==> config.mk <==
export PLATFORM = sky130hd
export DESIGN_NAME = stun_binding_response_parser_top
export DESIGN_NICKNAME = d
export VERILOG_FILES = /design/src/hw/rtl/sbrp_pkg.sv /design/src/hw/rtl/stun_binding_response_parser_top.sv /design/src/hw/rtl/sbrp_attr_walker.sv
export VERILOG_INCLUDE_DIRS = /design/src /design/src/hw/rtl
export SDC_FILE = /design/constraint.sdc
export NUM_CORES = 1
export LEC_CHECK = 0
export BUFFER_PORTS_ARGS = -buffer_cell sky130_fd_sc_hd__buf_4
export CORE_UTILIZATION = 25
export DETAILED_ROUTE_END_ITERATION = 6
export PLACE_DENSITY = 0.5
export SLEW_MARGIN = 20
export SYNTH_ARGS = -nofsm -noshare
export SYNTH_HDL_FRONTEND = slang
export SYNTH_SLANG_ARGS = --single-unit
==> constraint.sdc <==
create_clock -name i_clk -period 14.55 [get_ports i_clk]
set_input_delay 2.91 -clock i_clk [delete_from_list [all_inputs] [get_ports i_clk]]
set_output_delay 2.91 -clock i_clk [all_outputs]
set_load 0.005 [all_outputs]
==> src/hw/rtl/stun_binding_response_parser_top_assert.svh <==
// assertion macros for the stun binding response parser
// expects i_clk and i_rst_n in the scope of each use
`ifndef STUN_BINDING_RESPONSE_PARSER_TOP_ASSERT_SVH
`define STUN_BINDING_RESPONSE_PARSER_TOP_ASSERT_SVH

// same-cycle implication, checked outside reset
`define SBRP_ASSERT_NOW(label, ante, cons) \
    label: assert property (@(posedge i_clk) disable iff (!i_rst_n) (ante) |-> (cons)) \
        else $error("sbrp assertion failed");

// next-cycle implication, checked outside reset
`define SBRP_ASSERT_NEXT(label, ante, cons) \
    label: assert property (@(posedge i_clk) disable iff (!i_rst_n) (ante) |=> (cons)) \
        else $error("sbrp assertion failed");

`endif

==> src/hw/rtl/sbrp_pkg.sv <==
// shared types and constants of the stun binding response parser
// no dependencies
`default_nettype none

package sbrp_pkg;

    localparam int COUNT_W  = 17;
    localparam int STATUS_W = 3;
    localparam int CFG_IDX_W = 2;

    localparam logic [COUNT_W-1:0] COUNT_MAX    = 17'h1FFFF;
    localparam logic [COUNT_W-1:0] MAX_DATAGRAM = 17'd65535;
    localparam logic [COUNT_W-1:0] HEADER_BYTES = 17'd20;
    localparam logic [COUNT_W-1:0] KIND_END     = 17'd2;
    localparam logic [COUNT_W-1:0] LENGTH_END   = 17'd4;
    localparam logic [COUNT_W-1:0] ID_START     = 17'd4;

    localparam logic [15:0] KIND_BINDING_RESPONSE = 16'h0101;
    localparam logic [15:0] KIND_MAPPED_ADDRESS   = 16'h0001;
    localparam logic [15:0] MAPPED_LENGTH         = 16'd8;
    localparam logic [15:0] ADDRESS_OFFSET        = 16'd4;
    localparam logic [15:0] ATTR_HDR_LAST         = 16'd3;

    localparam logic [CFG_IDX_W-1:0] CFG_ID_UPPER = 2'd0;
    localparam logic [CFG_IDX_W-1:0] CFG_ID_LOWER = 2'd1;

    typedef enum logic [STATUS_W-1:0] {
        ST_OK_ADDR      = 3'd0,
        ST_OK_NO_ADDR   = 3'd1,
        ST_SHORT        = 3'd2,
        ST_LEN_MISMATCH = 3'd3,
        ST_WRONG_ID     = 3'd4,
        ST_WRONG_TYPE   = 3'd5
    } t_status;

    typedef struct packed {
        logic step;
        logic clear;
    } t_walk_ctl;

    typedef struct packed {
        logic        seen;
        logic [31:0] found;
    } t_walk_res;

endpackage

`default_nettype wire

==> src/hw/rtl/stun_binding_response_parser_top.sv <==
// result: valid in the cycle after the transfer of the last byte
// throughput: one byte per cycle while o_stall is low, including back-to-back datagrams; set by
//   the single state update between the byte transfer and the result register
// reset (synchronous, active low): clears the expected id, the per-datagram header state and
//   the result valid flag, but not the result payload; no clearing pass
// depends on sbrp_pkg, sbrp_attr_walker and the assertion macro header
`default_nettype none

module stun_binding_response_parser_top (
    input  wire logic                           i_clk,
    input  wire logic                           i_rst_n,
    // configuration write port
    input  wire logic                           i_cfg_we,
    input  wire logic [sbrp_pkg::CFG_IDX_W-1:0] i_cfg_index,
    input  wire logic [63:0]                    i_cfg_data,
    // byte input channel
    input  wire logic                           i_valid,
    output logic                                o_stall,
    input  wire logic [7:0]                     i_data_byte,
    input  wire logic                           i_last_byte,
    // result channel
    output logic                                o_valid,
    input  wire logic                           i_stall,
    output logic [sbrp_pkg::STATUS_W-1:0]       o_status,
    output logic [31:0]                         o_public_address
);
    import sbrp_pkg::*;

    `include "stun_binding_response_parser_top_assert.svh"

    // configured transaction id
    logic [63:0]        r_id_upper;
    logic [63:0]        r_id_lower;

    // per-datagram header state
    logic [COUNT_W-1:0] r_count, n_count;
    logic [15:0]        r_decl_len, n_decl_len;
    logic [15:0]        r_msg_kind, n_msg_kind;
    logic               r_id_mismatch, n_id_mismatch;

    // result register
    logic               r_out_valid;
    t_status            r_status;
    logic [31:0]        r_addr;

    logic               w_accept;
    logic               w_in_range;
    logic [127:0]       w_id;
    logic [3:0]         w_id_k;
    logic [3:0]         w_id_sel;
    logic [7:0]         w_id_byte;
    logic [COUNT_W-1:0] w_id_pos;
    logic [COUNT_W-1:0] w_len;
    logic [COUNT_W-1:0] w_expect_len;
    t_status            w_status;
    t_walk_ctl          w_walk_ctl;
    t_walk_res          w_walk_res;

    // a byte waits only while a finished result is held by the consumer
    assign o_stall  = r_out_valid && i_stall;
    assign w_accept = i_valid && !o_stall;

    // bytes past the receive buffer size are counted but not parsed
    assign w_in_range = r_count < MAX_DATAGRAM;

    // transaction id byte k sits at bits 127-8k down to 120-8k
    assign w_id      = {r_id_upper, r_id_lower};
    assign w_id_pos  = r_count - ID_START;
    assign w_id_k    = w_id_pos[3:0];
    assign w_id_sel  = 4'd15 - w_id_k;
    assign w_id_byte = w_id[{w_id_sel, 3'b000} +: 8];

    always_comb begin
        n_msg_kind    = r_msg_kind;
        n_decl_len    = r_decl_len;
        n_id_mismatch = r_id_mismatch;
        w_walk_ctl.step  = 1'b0;
        w_walk_ctl.clear = w_accept && i_last_byte;
        if (w_in_range) begin
            if (r_count < KIND_END) begin
                n_msg_kind = (r_count == '0) ? {i_data_byte, 8'h00}
                                             : (r_msg_kind | {8'h00, i_data_byte});
            end else if (r_count < LENGTH_END) begin
                n_decl_len = (r_count == KIND_END) ? {i_data_byte, 8'h00}
                                                   : (r_decl_len | {8'h00, i_data_byte});
            end else if (r_count < HEADER_BYTES) begin
                if (i_data_byte != w_id_byte) begin
                    n_id_mismatch = 1'b1;
                end
            end else begin
                // attribute area
                w_walk_ctl.step = w_accept;
            end
        end
        // saturating byte count
        n_count = (r_count < COUNT_MAX) ? (r_count + 17'd1) : r_count;
    end

    sbrp_attr_walker u_walker (
        .i_clk   (i_clk),
        .i_rst_n (i_rst_n),
        .i_ctl   (w_walk_ctl),
        .i_data  (i_data_byte),
        .o_res   (w_walk_res)
    );

    // final checks use the state as it stands after this byte
    assign w_len        = (n_count > MAX_DATAGRAM) ? MAX_DATAGRAM : n_count;
    assign w_expect_len = {1'b0, n_decl_len} + HEADER_BYTES;

    always_comb begin
        if (w_len < HEADER_BYTES) begin
            w_status = ST_SHORT;
        end else if (w_len != w_expect_len) begin
            w_status = ST_LEN_MISMATCH;
        end else if (n_id_mismatch) begin
            w_status = ST_WRONG_ID;
        end else if (n_msg_kind != KIND_BINDING_RESPONSE) begin
            w_status = ST_WRONG_TYPE;
        end else if (w_walk_res.seen) begin
            w_status = ST_OK_ADDR;
        end else begin
            w_status = ST_OK_NO_ADDR;
        end
    end

    // control state, id registers and result valid
    always_ff @(posedge i_clk) begin
        if (!i_rst_n) begin
            r_id_upper    <= '0;
            r_id_lower    <= '0;
            r_count       <= '0;
            r_decl_len    <= '0;
            r_msg_kind    <= '0;
            r_id_mismatch <= 1'b0;
            r_out_valid   <= 1'b0;
        end else begin
            if (i_cfg_we) begin
                case (i_cfg_index)
                    CFG_ID_UPPER: r_id_upper <= i_cfg_data;
                    CFG_ID_LOWER: r_id_lower <= i_cfg_data;
                    default: ;
                endcase
            end
            if (w_accept) begin
                if (i_last_byte) begin
                    // datagram done: start fresh for the next one
                    r_count       <= '0;
                    r_decl_len    <= '0;
                    r_msg_kind    <= '0;
                    r_id_mismatch <= 1'b0;
                end else begin
                    r_count       <= n_count;
                    r_decl_len    <= n_decl_len;
                    r_msg_kind    <= n_msg_kind;
                    r_id_mismatch <= n_id_mismatch;
                end
            end
            if (w_accept && i_last_byte) begin
                r_out_valid <= 1'b1;
            end else if (!i_stall) begin
                r_out_valid <= 1'b0;
            end
        end
    end

    // result payload, loaded only with a new result
    always_ff @(posedge i_clk) begin
        if (w_accept && i_last_byte) begin
            r_status <= w_status;
            r_addr   <= (w_status == ST_OK_ADDR) ? w_walk_res.found : 32'd0;
        end
    end

    assign o_valid          = r_out_valid;
    assign o_status         = r_status;
    assign o_public_address = r_addr;

    // an address is only reported with the ok-with-address status
    `SBRP_ASSERT_NOW(a_addr_only_ok, o_valid && (o_status != ST_OK_ADDR), o_public_address == 32'd0)
    // a last-byte transfer always yields a result next cycle
    `SBRP_ASSERT_NEXT(a_last_gives_result, w_accept && i_last_byte, o_valid)
    // a last-byte transfer clears the header state
    `SBRP_ASSERT_NEXT(a_last_clears, w_accept && i_last_byte, (r_count == '0) && !r_id_mismatch)

endmodule

`default_nettype wire

==> src/hw/rtl/sbrp_attr_walker.sv <==
// type-length-value attribute walker, captures mapped ipv4 addresses
// depends on sbrp_pkg
`default_nettype none

module sbrp_attr_walker (
    input  wire logic                i_clk,
    input  wire logic                i_rst_n,
    input  wire sbrp_pkg::t_walk_ctl i_ctl,
    input  wire logic [7:0]          i_data,
    output sbrp_pkg::t_walk_res      o_res
);
    import sbrp_pkg::*;

    logic        r_in_value, n_in_value;
    logic [15:0] r_offset, n_offset;
    logic [15:0] r_kind, n_kind;
    logic [15:0] r_len, n_len;
    logic [31:0] r_cand, n_cand;
    logic [31:0] r_found, n_found;
    logic        r_seen, n_seen;
    logic        w_mapped;
    logic        w_done;

    assign w_mapped = (r_kind == KIND_MAPPED_ADDRESS) && (r_len == MAPPED_LENGTH);
    assign w_done   = ({1'b0, r_offset} + 17'd1) >= {1'b0, r_len};

    always_comb begin
        n_in_value = r_in_value;
        n_offset   = r_offset;
        n_kind     = r_kind;
        n_len      = r_len;
        n_cand     = r_cand;
        n_found    = r_found;
        n_seen     = r_seen;
        if (i_ctl.step) begin
            if (!r_in_value) begin
                // attribute header: type then length, big-endian
                case (r_offset[1:0])
                    2'd0:    n_kind = {i_data, 8'h00};
                    2'd1:    n_kind = r_kind | {8'h00, i_data};
                    2'd2:    n_len  = {i_data, 8'h00};
                    default: n_len  = r_len | {8'h00, i_data};
                endcase
                if (r_offset >= ATTR_HDR_LAST) begin
                    n_offset   = '0;
                    n_in_value = (n_len != 16'd0);
                end else begin
                    n_offset = r_offset + 16'd1;
                end
            end else begin
                if (w_mapped && r_offset >= ADDRESS_OFFSET) begin
                    n_cand = {r_cand[23:0], i_data};
                end
                if (w_done) begin
                    if (w_mapped) begin
                        n_found = n_cand;
                        n_seen  = 1'b1;
                    end
                    n_in_value = 1'b0;
                    n_offset   = '0;
                end else begin
                    n_offset = r_offset + 16'd1;
                end
            end
        end
    end

    assign o_res = {n_seen, n_found};

    always_ff @(posedge i_clk) begin
        if (!i_rst_n || i_ctl.clear) begin
            r_in_value <= 1'b0;
            r_offset   <= '0;
            r_kind     <= '0;
            r_len      <= '0;
            r_seen     <= 1'b0;
        end else begin
            r_in_value <= n_in_value;
            r_offset   <= n_offset;
            r_kind     <= n_kind;
            r_len      <= n_len;
            r_seen     <= n_seen;
        end
    end

    // address bytes are fully rewritten before any capture
    always_ff @(posedge i_clk) begin
        r_cand  <= n_cand;
        r_found <= n_found;
    end

endmodule

`default_nettype wire
== Word-level counts from Yosys, hierarchy flattened ==
Cells that the tools add are included.

* Add/sub/neg operators: 6
* Multipliers: 0
* Divide/modulo/power cells: 0
* Magnitude comparators: 10
* Equal/unequal tests: 10
* Shift-type cells: 1
* Multiplexer cells: 48
* Bitwise operators: 5
* Reductions and logical operators: 20

{| class="wikitable"
|+ Operator list
! cell !! count
|-
| $mux W16 || 14
|-
| $mux W32 || 5
|-
| $shiftx A128 B8 Y8 || 1
|-
| $or A16 B8 Y16 || 4
|-
| $pmux W16 S2 || 2
|-
| $mux W17 || 3
|-
| $lt A17 B5 Y1 const B || 2
|-
| $mux W1 || 20
|-
| $add A16 B1 Y17 const B || 1
|-
| $add A16 B5 Y17 const B || 1
|-
| $add A17 B1 Y17 const B || 1
|-
| $eq A17 B2 Y1 const B || 1
|-
| $ge A17 B16 Y1 || 1
|-
| $gt A17 B16 Y1 const B || 1
|-
| $logic_not A17 Y1 || 1
|-
| $lt A17 B16 Y1 const B || 1
|-
| $lt A17 B17 Y1 const B || 1
|-
| $lt A17 B2 Y1 const B || 1
|-
| $lt A17 B3 Y1 const B || 1
|-
| $ne A17 B17 Y1 || 1
|-
| $add A16 B1 Y16 const B || 1
|-
| $eq A16 B1 Y1 const B || 1
|-
| $eq A16 B4 Y1 const B || 1
|-
| $ge A16 B2 Y1 const B || 1
|-
| other kinds (20) || 33
|}

* Register bits: 328
* Latch bits: 0
* Bits in writable memories: 0
* Memory bits (read-only): 0
* Input port bits: 80
* Output and inout bits: 37
* Word-level logic and storage cells: 116
* Memories kept: 0

== Longest topological paths before layout ==
Gate-level depths: netlist of the first run.

* Word-level depth: 14
* Gate-level depth with buffers: 19
* Depth with buffers taken out: 16

== Cells and area by module ==
A second synthesis of the first run with hierarchy kept.

* Cells, all modules: 1,745
* Area, all modules: 16,255.6 um2

{| class="wikitable"
|+ Modules (own cells, without submodules)
! module !! instances !! cells an instance !! area an instance (um2) !! sequential area each (um2)
|-
| stun_binding_response_parser_top || 1 || 1,260 || 11,070.6 || 4,634.4
|-
| sbrp_attr_walker || 1 || 485 || 5,185.0 || 2,602.5
|}

== Least setup slack after synthesis of the first run ==
No wires, ideal clock.

* Path kind: input to register
* Start: input i_stall
* End: register r_status[0], in the netlist o_status[0], data pin
* Library setup time: 264 ps
* Arrival time: 6,304 ps
* Required time: 14,286 ps
* Slack: 7,982 ps
* Cell stages on the path: 11
* Path buffers: 2
* Cells stage by stage: nand2_1 -> nand2_1 -> nor2_1 -> nand2_1 -> nor2_1 -> and3_1 -> clkbuf_1 -> clkbuf_1 -> nor2_1 -> o21a_1 -> o41a_1

* Cells in the longest elaborated chain, start to end: 13

{| class="wikitable"
|+ RTL lines
! element !! line !! text
|-
| start, declared || stun_binding_response_parser_top.sv:23 || <nowiki>input wire logic i_stall,</nowiki>
|-
| $logic_and A1 B1 Y1 || stun_binding_response_parser_top.sv:60 || <nowiki>assign o_stall = r_out_valid && i_stall;</nowiki>
|-
| $logic_not A1 Y1 || stun_binding_response_parser_top.sv:61 || <nowiki>assign w_accept = i_valid && !o_stall;</nowiki>
|-
| $logic_and A1 B1 Y1 || stun_binding_response_parser_top.sv:61 ||
|-
| $mux W1 || stun_binding_response_parser_top.sv:86 || <nowiki>end else if (r_count < HEADER_BYTES) begin</nowiki>
|-
| $mux W1 || stun_binding_response_parser_top.sv:83 || <nowiki>end else if (r_count < LENGTH_END) begin</nowiki>
|-
| $mux W1 || stun_binding_response_parser_top.sv:80 || <nowiki>if (r_count < KIND_END) begin</nowiki>
|-
| $mux W1 || stun_binding_response_parser_top.sv:79 || <nowiki>if (w_in_range) begin</nowiki>
|-
| $mux W1 || sbrp_attr_walker.sv:35 || <nowiki>if (i_ctl.step) begin</nowiki>
|-
| $mux W1 || stun_binding_response_parser_top.sv:120 || <nowiki>end else if (w_walk_res.seen) begin</nowiki>
|-
| $mux W3 || stun_binding_response_parser_top.sv:118 || <nowiki>end else if (n_msg_kind != KIND_BINDING_RESPONSE) begin</nowiki>
|-
| $mux W3 || stun_binding_response_parser_top.sv:116 || <nowiki>end else if (n_id_mismatch) begin</nowiki>
|-
| $mux W3 || stun_binding_response_parser_top.sv:114 || <nowiki>end else if (w_len != w_expect_len) begin</nowiki>
|-
| $mux W3 || stun_binding_response_parser_top.sv:112 || <nowiki>if (w_len < HEADER_BYTES) begin</nowiki>
|-
| via w_status[0] || stun_binding_response_parser_top.sv:55 || <nowiki>t_status w_status;</nowiki>
|-
| end signal, assigned || stun_binding_response_parser_top.sv:170 || <nowiki>r_status <= w_status;</nowiki>
|-
| end, declared || stun_binding_response_parser_top.sv:43 || <nowiki>t_status r_status;</nowiki>
|}

The timed path passes the listed nets, and every way through them passes these cells.
A chain may end at the register's enable or synchronous reset.

== Worst setup path after layout of the first run ==
* Start: input i_stall
* End: output o_stall

* Cells in the longest elaborated chain, start to end: 1

{| class="wikitable"
|+ RTL lines
! element !! line !! text
|-
| $logic_and A1 B1 Y1 || stun_binding_response_parser_top.sv:60 ||
|-
| end, declared || stun_binding_response_parser_top.sv:18 || <nowiki>output logic o_stall,</nowiki>
|}

No other way between the ends.

==> results of run 1 <==
[critical path: cells and delay by family]
kind / cells / cell delay, ns
buffers and inverters: 3 / 0.29
and+or+nand+nor: 1 / 0.10
[worst min path at each step]
stage	to	cells past startpoint	slack, ns	startpoint
2_1_floorplan	r_decl_len[1]$_SDFFE_PN0P_	2	0.44	r_decl_len[1]$_SDFFE_PN0P_
3_3_place_gp	r_id_lower[43]$_SDFFE_PN0P_	2	0.45	r_id_lower[43]$_SDFFE_PN0P_
3_5_place_dp	r_id_lower[43]$_SDFFE_PN0P_	2	0.46	r_id_lower[43]$_SDFFE_PN0P_
4_1_cts	r_id_lower[43]$_SDFFE_PN0P_	2	0.46	r_id_lower[43]$_SDFFE_PN0P_
5_1_grt	r_id_lower[43]$_SDFFE_PN0P_	2	0.48	r_id_lower[43]$_SDFFE_PN0P_
6_report	r_id_upper[6]$_SDFFE_PN0P_	2	0.46	r_id_upper[6]$_SDFFE_PN0P_
[synth_stat cells, types with 3 or more instances]
cell type  count
nand2_1      311
dfxtp_1      261
a21boi_0     132
clkbuf_1     112
nor2_1        96
edfxtp_1      67
mux2_2        65
a22oi_1       52
a21oi_1       51
nand3_1       50
o21ai_0       43
nor2b_1       34
mux4_2        33
mux2i_1       29
nor3_1        29
ha_1          28
nor4_2        28
xnor2_1       28
nor4_1        26
inv_1         24
xor2_1        20
and3_1        17
and2_1        16
a31oi_1       15
buf_1         15
nand4_1       14
a21o_1        12
nor3b_1       11
or3_1         10
or4_1         10
and4_1         8
nand3b_1       6
o22ai_1        6
o31ai_1        6
buf_6          5
nor4_4         5
or2_2          5
a211oi_1       4
nand2b_1       4
nor4b_1        4
and3b_1        3
o211ai_1       3
o21a_1         3
o21ai_1        3
[cells in the final DEF, fill, tap and decap left out, types with 43 or more instances in the layout]
master / n
a21boi_0: 132
a21oi_1: 51
a22oi_1: 52
buf_4: 137
dfxtp_1: 260
edfxtp_1: 67
mux2_2: 65
nand2_1: 311
nand3_1: 50
nor2_1: 95
o21ai_0: 43
[metal layers]
layer / up-vias / global-route usage (%) / routed length [um]
met3: 84 / 2.44 / 2080
met4: 0 / 4.64 / 1290
met5: - / 0 / 0
met1: 6401 / 18.7 / 21800
met2: 279 / 23.5 / 22700
li1: 6324 / - / -
[area by class of cell]
| cell class | count | area, um2 | share of cell area (%) |
|---|---|---|---|
| Multi-Input combinational cell | 1249 | 8560 | 44.2 |
| Sequential cell | 328 | 7240 | 37.4 |
| Clock buffer | 58 | 1190 | 6.15 |
| Inverter | 26 | 97.6 | 0.504 |
| Clock inverter | 14 | 170 | 0.879 |
| Timing Repair Buffer | 137 | 1030 | 5.31 |
| Tap cell | 855 | 1070 | 5.53 |
[report_power, final]
part	internal (mW)	total (mW)	switching, mW
Combinational	0.0474	0.115	0.0672
Clock	0.623	1.03	0.404
Sequential	0.943	0.952	0.00884
[per-stage QoR]
step / std cells / hold WS (ns) / area (um2) / util [%] / total power [mW]
floorplan: 1736 / 0.437 / 16400 / - / 1.03
global placement: 2595 / 0.450 / 18000 / 27.8 / 1.09
detailed placement: 2595 / 0.455 / 18000 / 27.8 / 1.09
CTS: 2667 / 0.463 / 19300 / 29.9 / 2.12
global route: 2667 / 0.481 / 19400 / 29.9 / 2.17
finish: 2667 / 0.461 / 19400 / 29.9 / 2.09
[flip-flops by register name, indices dropped and copies added (netlist names)]
| signal | cells |
|---|---|
| r_id_lower | 64 |
| r_id_upper | 64 |
| o_public_address | 32 |
| u_walker.r_cand | 32 |
| u_walker.r_found | 32 |
| r_count | 17 |
| r_decl_len | 16 |
| r_msg_kind | 16 |
| u_walker.r_kind | 16 |
| u_walker.r_len | 16 |
| u_walker.r_offset | 16 |
| o_status | 3 |
| o_valid | 1 |
| r_id_mismatch | 1 |
| u_walker.r_in_value | 1 |
| u_walker.r_seen | 1 |
[cell families after synthesis]
family,synth area share (%)
multiplexers,10.8
buffers and inverters,3.87
flip-flops,44.1
adder cells (fa/ha/maj),2.20
XOR/XNOR,2.70
AND/OR/NAND/NOR,21.6
AO/OA/AOI/OAI,14.8
==> out/results.ini, run 1 <==
[grt]
grt_antenna_before_repair = 0
gr-usage-all-layers_pct = 14.2
grt_pass1_vias = 13000
grt_overflow = 0
grt_pass1_wl_um = 75500
grt_start_max_net_pins = 94

[cts]
clock_latency_ns = 0.56
cts.sinks = 328
hold_buffers = 0
cts_buffers = 40
cts_buffer_depth = 3
h-tree-depth = 2
cts_resized = 0
cts_tree = yes
cts_root_buffer = clkbuf_16
clk_pin_slew_worst_paths_ns = 0.05
post_cts_buffers = 0

[placed_design]
place.port_buffers = 116
gp_congestion = 0.887
hpwl_um = 31700
dp_slack_ns = 7.54

[logic_synthesis]
synth_area_per_cell_um2 = 9.45
yosysSeqAreaShare_pct = 44.1
netlist_instances = 1736
synth_edf_count = 67
synth-seq-cells = 328
synth_ff_type = dfxtp_1
ys_types = 68
synth_top_area_cell = dfxtp_1
netlist_top_cells_area = dfxtp_1 32%, edfxtp_1 12%, nand2_1 7.1%, a21boi_0 6.0%, mux4_2 4.5%
async_reset_ff_share_pct = 0
syn_nets = 1844
ys_warn_count = 0
netlist.area_leader.share_pct = 31.8
syn-cell-area_mm2 = 0.0164

[sta]
tns_ns = 0
hold_viol = 0
fin_crit_sh_pct = 42.6
fmax_ghz = 0.161
rsz0062_at_grt = false
drv_slew = 0
worst_slew_pin_slew_ns = 0.989
setup_violations = 0
skew_ns = 0.0313
fin_crit_ns = 6.20
max_slew_margin_pct = 33.6
fin_ws_ns = 8.35

[drt]
wirelength_um = 47900
drc = 0
vias_per_cell = 4.91
wl_per_cell_um = 17.9
firstDrtPassIters = 5
initialDrtViolationCount = 821
postRouteAntennaNets = 0
vias = 13100

[floorplan]
start_util_pct = 25.4
dieArea_mm2 = 0.0667
rows = 93
dieHeight_um = 258
pin_count = 117
core-area_mm2 = 0.0647
die_w_um = 258

[setup_path]
worstPathRequired_ns = 11.64
r2r_cells = 13
cp-end-kind = output port
crit_start = i_stall
reg2reg_from = r_count[16]$_SDFFE_PN0P_
rrSetupSlack_ns = 8.76
critPathMaxFanout = 4
endpoint = o_stall
cp_common_cell = buf_4
arrival_ns = 3.29
critical_path.max_stage_delay_ns = 0.13
path_cells = buf_4, nand2_1, inv_1, buf_4
crit_slowest_cell = buf_4
critical_path_class = in -> out
r2r_end = o_status[0]$_DFFE_PP_
crit_path_start_kind = input pin

[final_layout]
num_antenna_cells = 0
n_fill_cell = 6862
fin_nets = 1890
area_growth_pct = 17.9
drive_gt1_share_pct = 19.5

[worst_hold_path]
hold_path_class = reg -> reg

[run_status]
status = finished clean

[power_and_ir_drop]
p_leak_nw = 6.58
p_per_area_mw_per_mm2 = 108
ir_drop_v = 0.0000819

[job]
maxCapViolCount = 0

(Power assumes the default switching activity.)
==> run 2, diff against run 1 <==
Clock period 14.55 ns to 5.9 ns, I/O delays scaled along.
==> run 2 against run 1 <==
Against the previous run: wire length rose by 0.99%; clock skew shrank 0.0037 ns; largest power group unchanged; highest routed layer unchanged; critical path type is now reg -> reg; power grew 140%; combinational power increased to 2.5 times the previous value; sequential share of layout area shrank 0.26 points; register-to-register slack got worse by 7.7 ns.
==> out/results.ini, run 2 (synthesized netlist as in run 1, its figures left out) <==
[floorplan]
rows = 93  ; unchanged
die_w_um = 258  ; unchanged
start_util_pct = 25.4  ; unchanged
dieHeight_um = 258  ; unchanged
core-area_mm2 = 0.0647  ; unchanged
pin_count = 117  ; unchanged
dieArea_mm2 = 0.0667  ; unchanged

[setup_path]
path_cells = or4_1, nor4_4, buf_4, a31oi_2, or4_1, nor4_4, o21ai_1, or4_1, a2111o_2, buf_12, nor4_2  ; was buf_4, nand2_1, inv_1, buf_4
worstPathRequired_ns = 6.28  ; was 11.64 ns
cp-end-kind = flip-flop  ; was output port
critPathMaxFanout = 21  ; was 4
crit_path_start_kind = flip-flop  ; was input pin
crit_slowest_cell = or4_1  ; was buf_4
cp_common_cell = or4_1  ; was buf_4
r2r_cells = 11  ; was 13
arrival_ns = 5.25  ; was 3.29 ns
critical_path.max_stage_delay_ns = 0.74  ; was 0.13 ns
critical_path_class = reg -> reg  ; was in -> out

[grt]
grt_overflow = 0  ; unchanged
grt_start_max_net_pins = 110  ; was 94
gr-usage-all-layers_pct = 14.4  ; was 14.2%
grt_pass1_wl_um = 76300  ; was 75500 um
grt_pass1_vias = 13300  ; was 13000
grt_antenna_before_repair = 2  ; was 0

[final_layout]
fin_nets = 1910  ; was 1890
n_fill_cell = 6818  ; was 6862
final_area_mm2 = 0.0195  ; was 0.0194 mm2
area_growth_pct = 18.8  ; was 17.9%
layout_commonest_cell = nand2_1  ; unchanged
layout_common_cells = 311 x nand2_1, 260 x dfxtp_1, 155 x buf_4, 132 x a21boi_0, 95 x nor2_1  ; was 311 x nand2_1, 260 x dfxtp_1, 137 x buf_4, 132 x a21boi_0, 95 x nor2_1
top_regs = r_id_lower (64), r_id_upper (64)  ; unchanged
drive_gt1_share_pct = 20.2  ; was 19.5%

[sta]
hold_viol = 0  ; unchanged
tns_ns = 0  ; unchanged
drv_slew = 0  ; unchanged
rsz0062_at_grt = false  ; unchanged
fin_crit_ns = 4.87
fmax_ghz = 0.205
setup_violations = 0  ; unchanged
fin_crit_sh_pct = 82.6
skew_ns = 0.0275  ; was 0.0313 ns
max_slew_margin_pct = 33.7  ; was 33.6%
worst_slew_pin_slew_ns = 0.994  ; was 0.989 ns
holdWs_ns = 0.463  ; was 0.461 ns

[cts]
h-tree-depth = 2  ; unchanged
cts_buffer_depth = 3  ; unchanged
cts_root_buffer = clkbuf_16  ; unchanged
cts_resized = 0  ; unchanged
cts_buffers = 40  ; unchanged
post_cts_buffers = 0  ; unchanged
hold_buffers = 0  ; unchanged
clk_pin_slew_worst_paths_ns = 0.06  ; was 0.05 ns
cts.sinks = 328  ; unchanged
cts_tree = yes  ; unchanged
clock_latency_ns = 0.58  ; was 0.56 ns

[drt]
vias_per_cell = 4.88  ; was 4.91
wl_per_cell_um = 18.0  ; was 17.9 um
initialDrtViolationCount = 820  ; was 821
postRouteAntennaNets = 0  ; unchanged
firstDrtPassIters = 5  ; unchanged
vias = 13100  ; about the same
drc = 0  ; unchanged
wirelength_um = 48300  ; was 47900 um

[worst_hold_path]
worstHoldPathCells = 2  ; unchanged
hold_path_class = reg -> reg  ; unchanged

[placed_design]
place.port_buffers = 116  ; unchanged
gp_congestion = 0.854  ; was 0.887
hpwl_um = 32600  ; was 31700 um
dpl_cell_area_mm2 = 0.0182  ; was 0.0180 mm2

[power_and_ir_drop]
ir_drop_v = 0.000218  ; was 0.0000819 V
p_leak_nw = 6.65  ; was 6.58 nW
p_per_area_mw_per_mm2 = 262  ; was 108 mW/mm2

[job]
maxCapViolCount = 0  ; unchanged

[run_status]
status = finished clean  ; unchanged

-- run 2: critical path: cells and delay by family (launching register included) --
| kind | cells | cell delay (ns) |
|---|---|---|
| simple gates | 6 | 2.80 |
| compound gates | 3 | 0.95 |
| buf+inv | 2 | 0.48 |
| flops | 1 | 0.41 |
-- run 2: layout make-up --
cell class / instances / area (um2) / share of cell area, %
Tap cell: 855 / 1070 / 5.49
Multi-Input combinational cell: 1249 / 8560 / 43.9
Inverter: 26 / 97.6 / 0.501
Sequential cell: 328 / 7240 / 37.1
Timing Repair Buffer: 157 / 1200 / 6.18
Clock inverter: 18 / 200 / 1.03
Clock buffer: 56 / 1110 / 5.71
Antenna cell: 2 / 5.00 / 0.0257
-- run 2: stage by stage --
| stage | total power [mW] | setup WS (ns) | util [%] | instances |
|---|---|---|---|---|
| after global routing | 5.30 | 0.636 | 30.1 | 2690 |
| final | 5.11 | 1.03 | 30.1 | 2691 |
| after floorplan | 2.54 | 0.934 | - | 1736 |
| after CTS | 5.19 | 0.651 | 30.1 | 2689 |
| after detailed placement | 2.69 | 0.669 | 28.1 | 2615 |
| after global placement | 2.68 | 0.634 | 28.1 | 2615 |
-- run 2: report_power, final --
part	total, mW	internal [mW]	switching, mW
combinational	0.289	0.120	0.169
sequential	2.35	2.33	0.0205
clock	2.48	1.46	1.02
total	5.11	3.91	1.20
-- run 2: routing by layer --
metal  part of all wire [%]  vias to the layer above  global-route usage (%)
met5                      0                        -                       0
met4                    2.3                        0                    4.36
met3                    4.2                       65                    2.66
met2                     48                      244                    24.1
met1                     46                     6464                    18.7
li1                       -                     6353                       -
-- run 2: path summary, 6_finish.rpt --
path                                             startpoint                                  to  slack [ns]
worst max-delay path                r_count[9]$_SDFFE_PN0P_  o_public_address[27]$_SDFFCE_PP0P_        1.03
worst min-delay path            r_id_lower[35]$_SDFFE_PN0P_         r_id_lower[35]$_SDFFE_PN0P_        0.46
worst max register to register      r_count[9]$_SDFFE_PN0P_  o_public_address[27]$_SDFFCE_PP0P_        1.03
worst min register to register  r_id_lower[35]$_SDFFE_PN0P_         r_id_lower[35]$_SDFFE_PN0P_        0.46
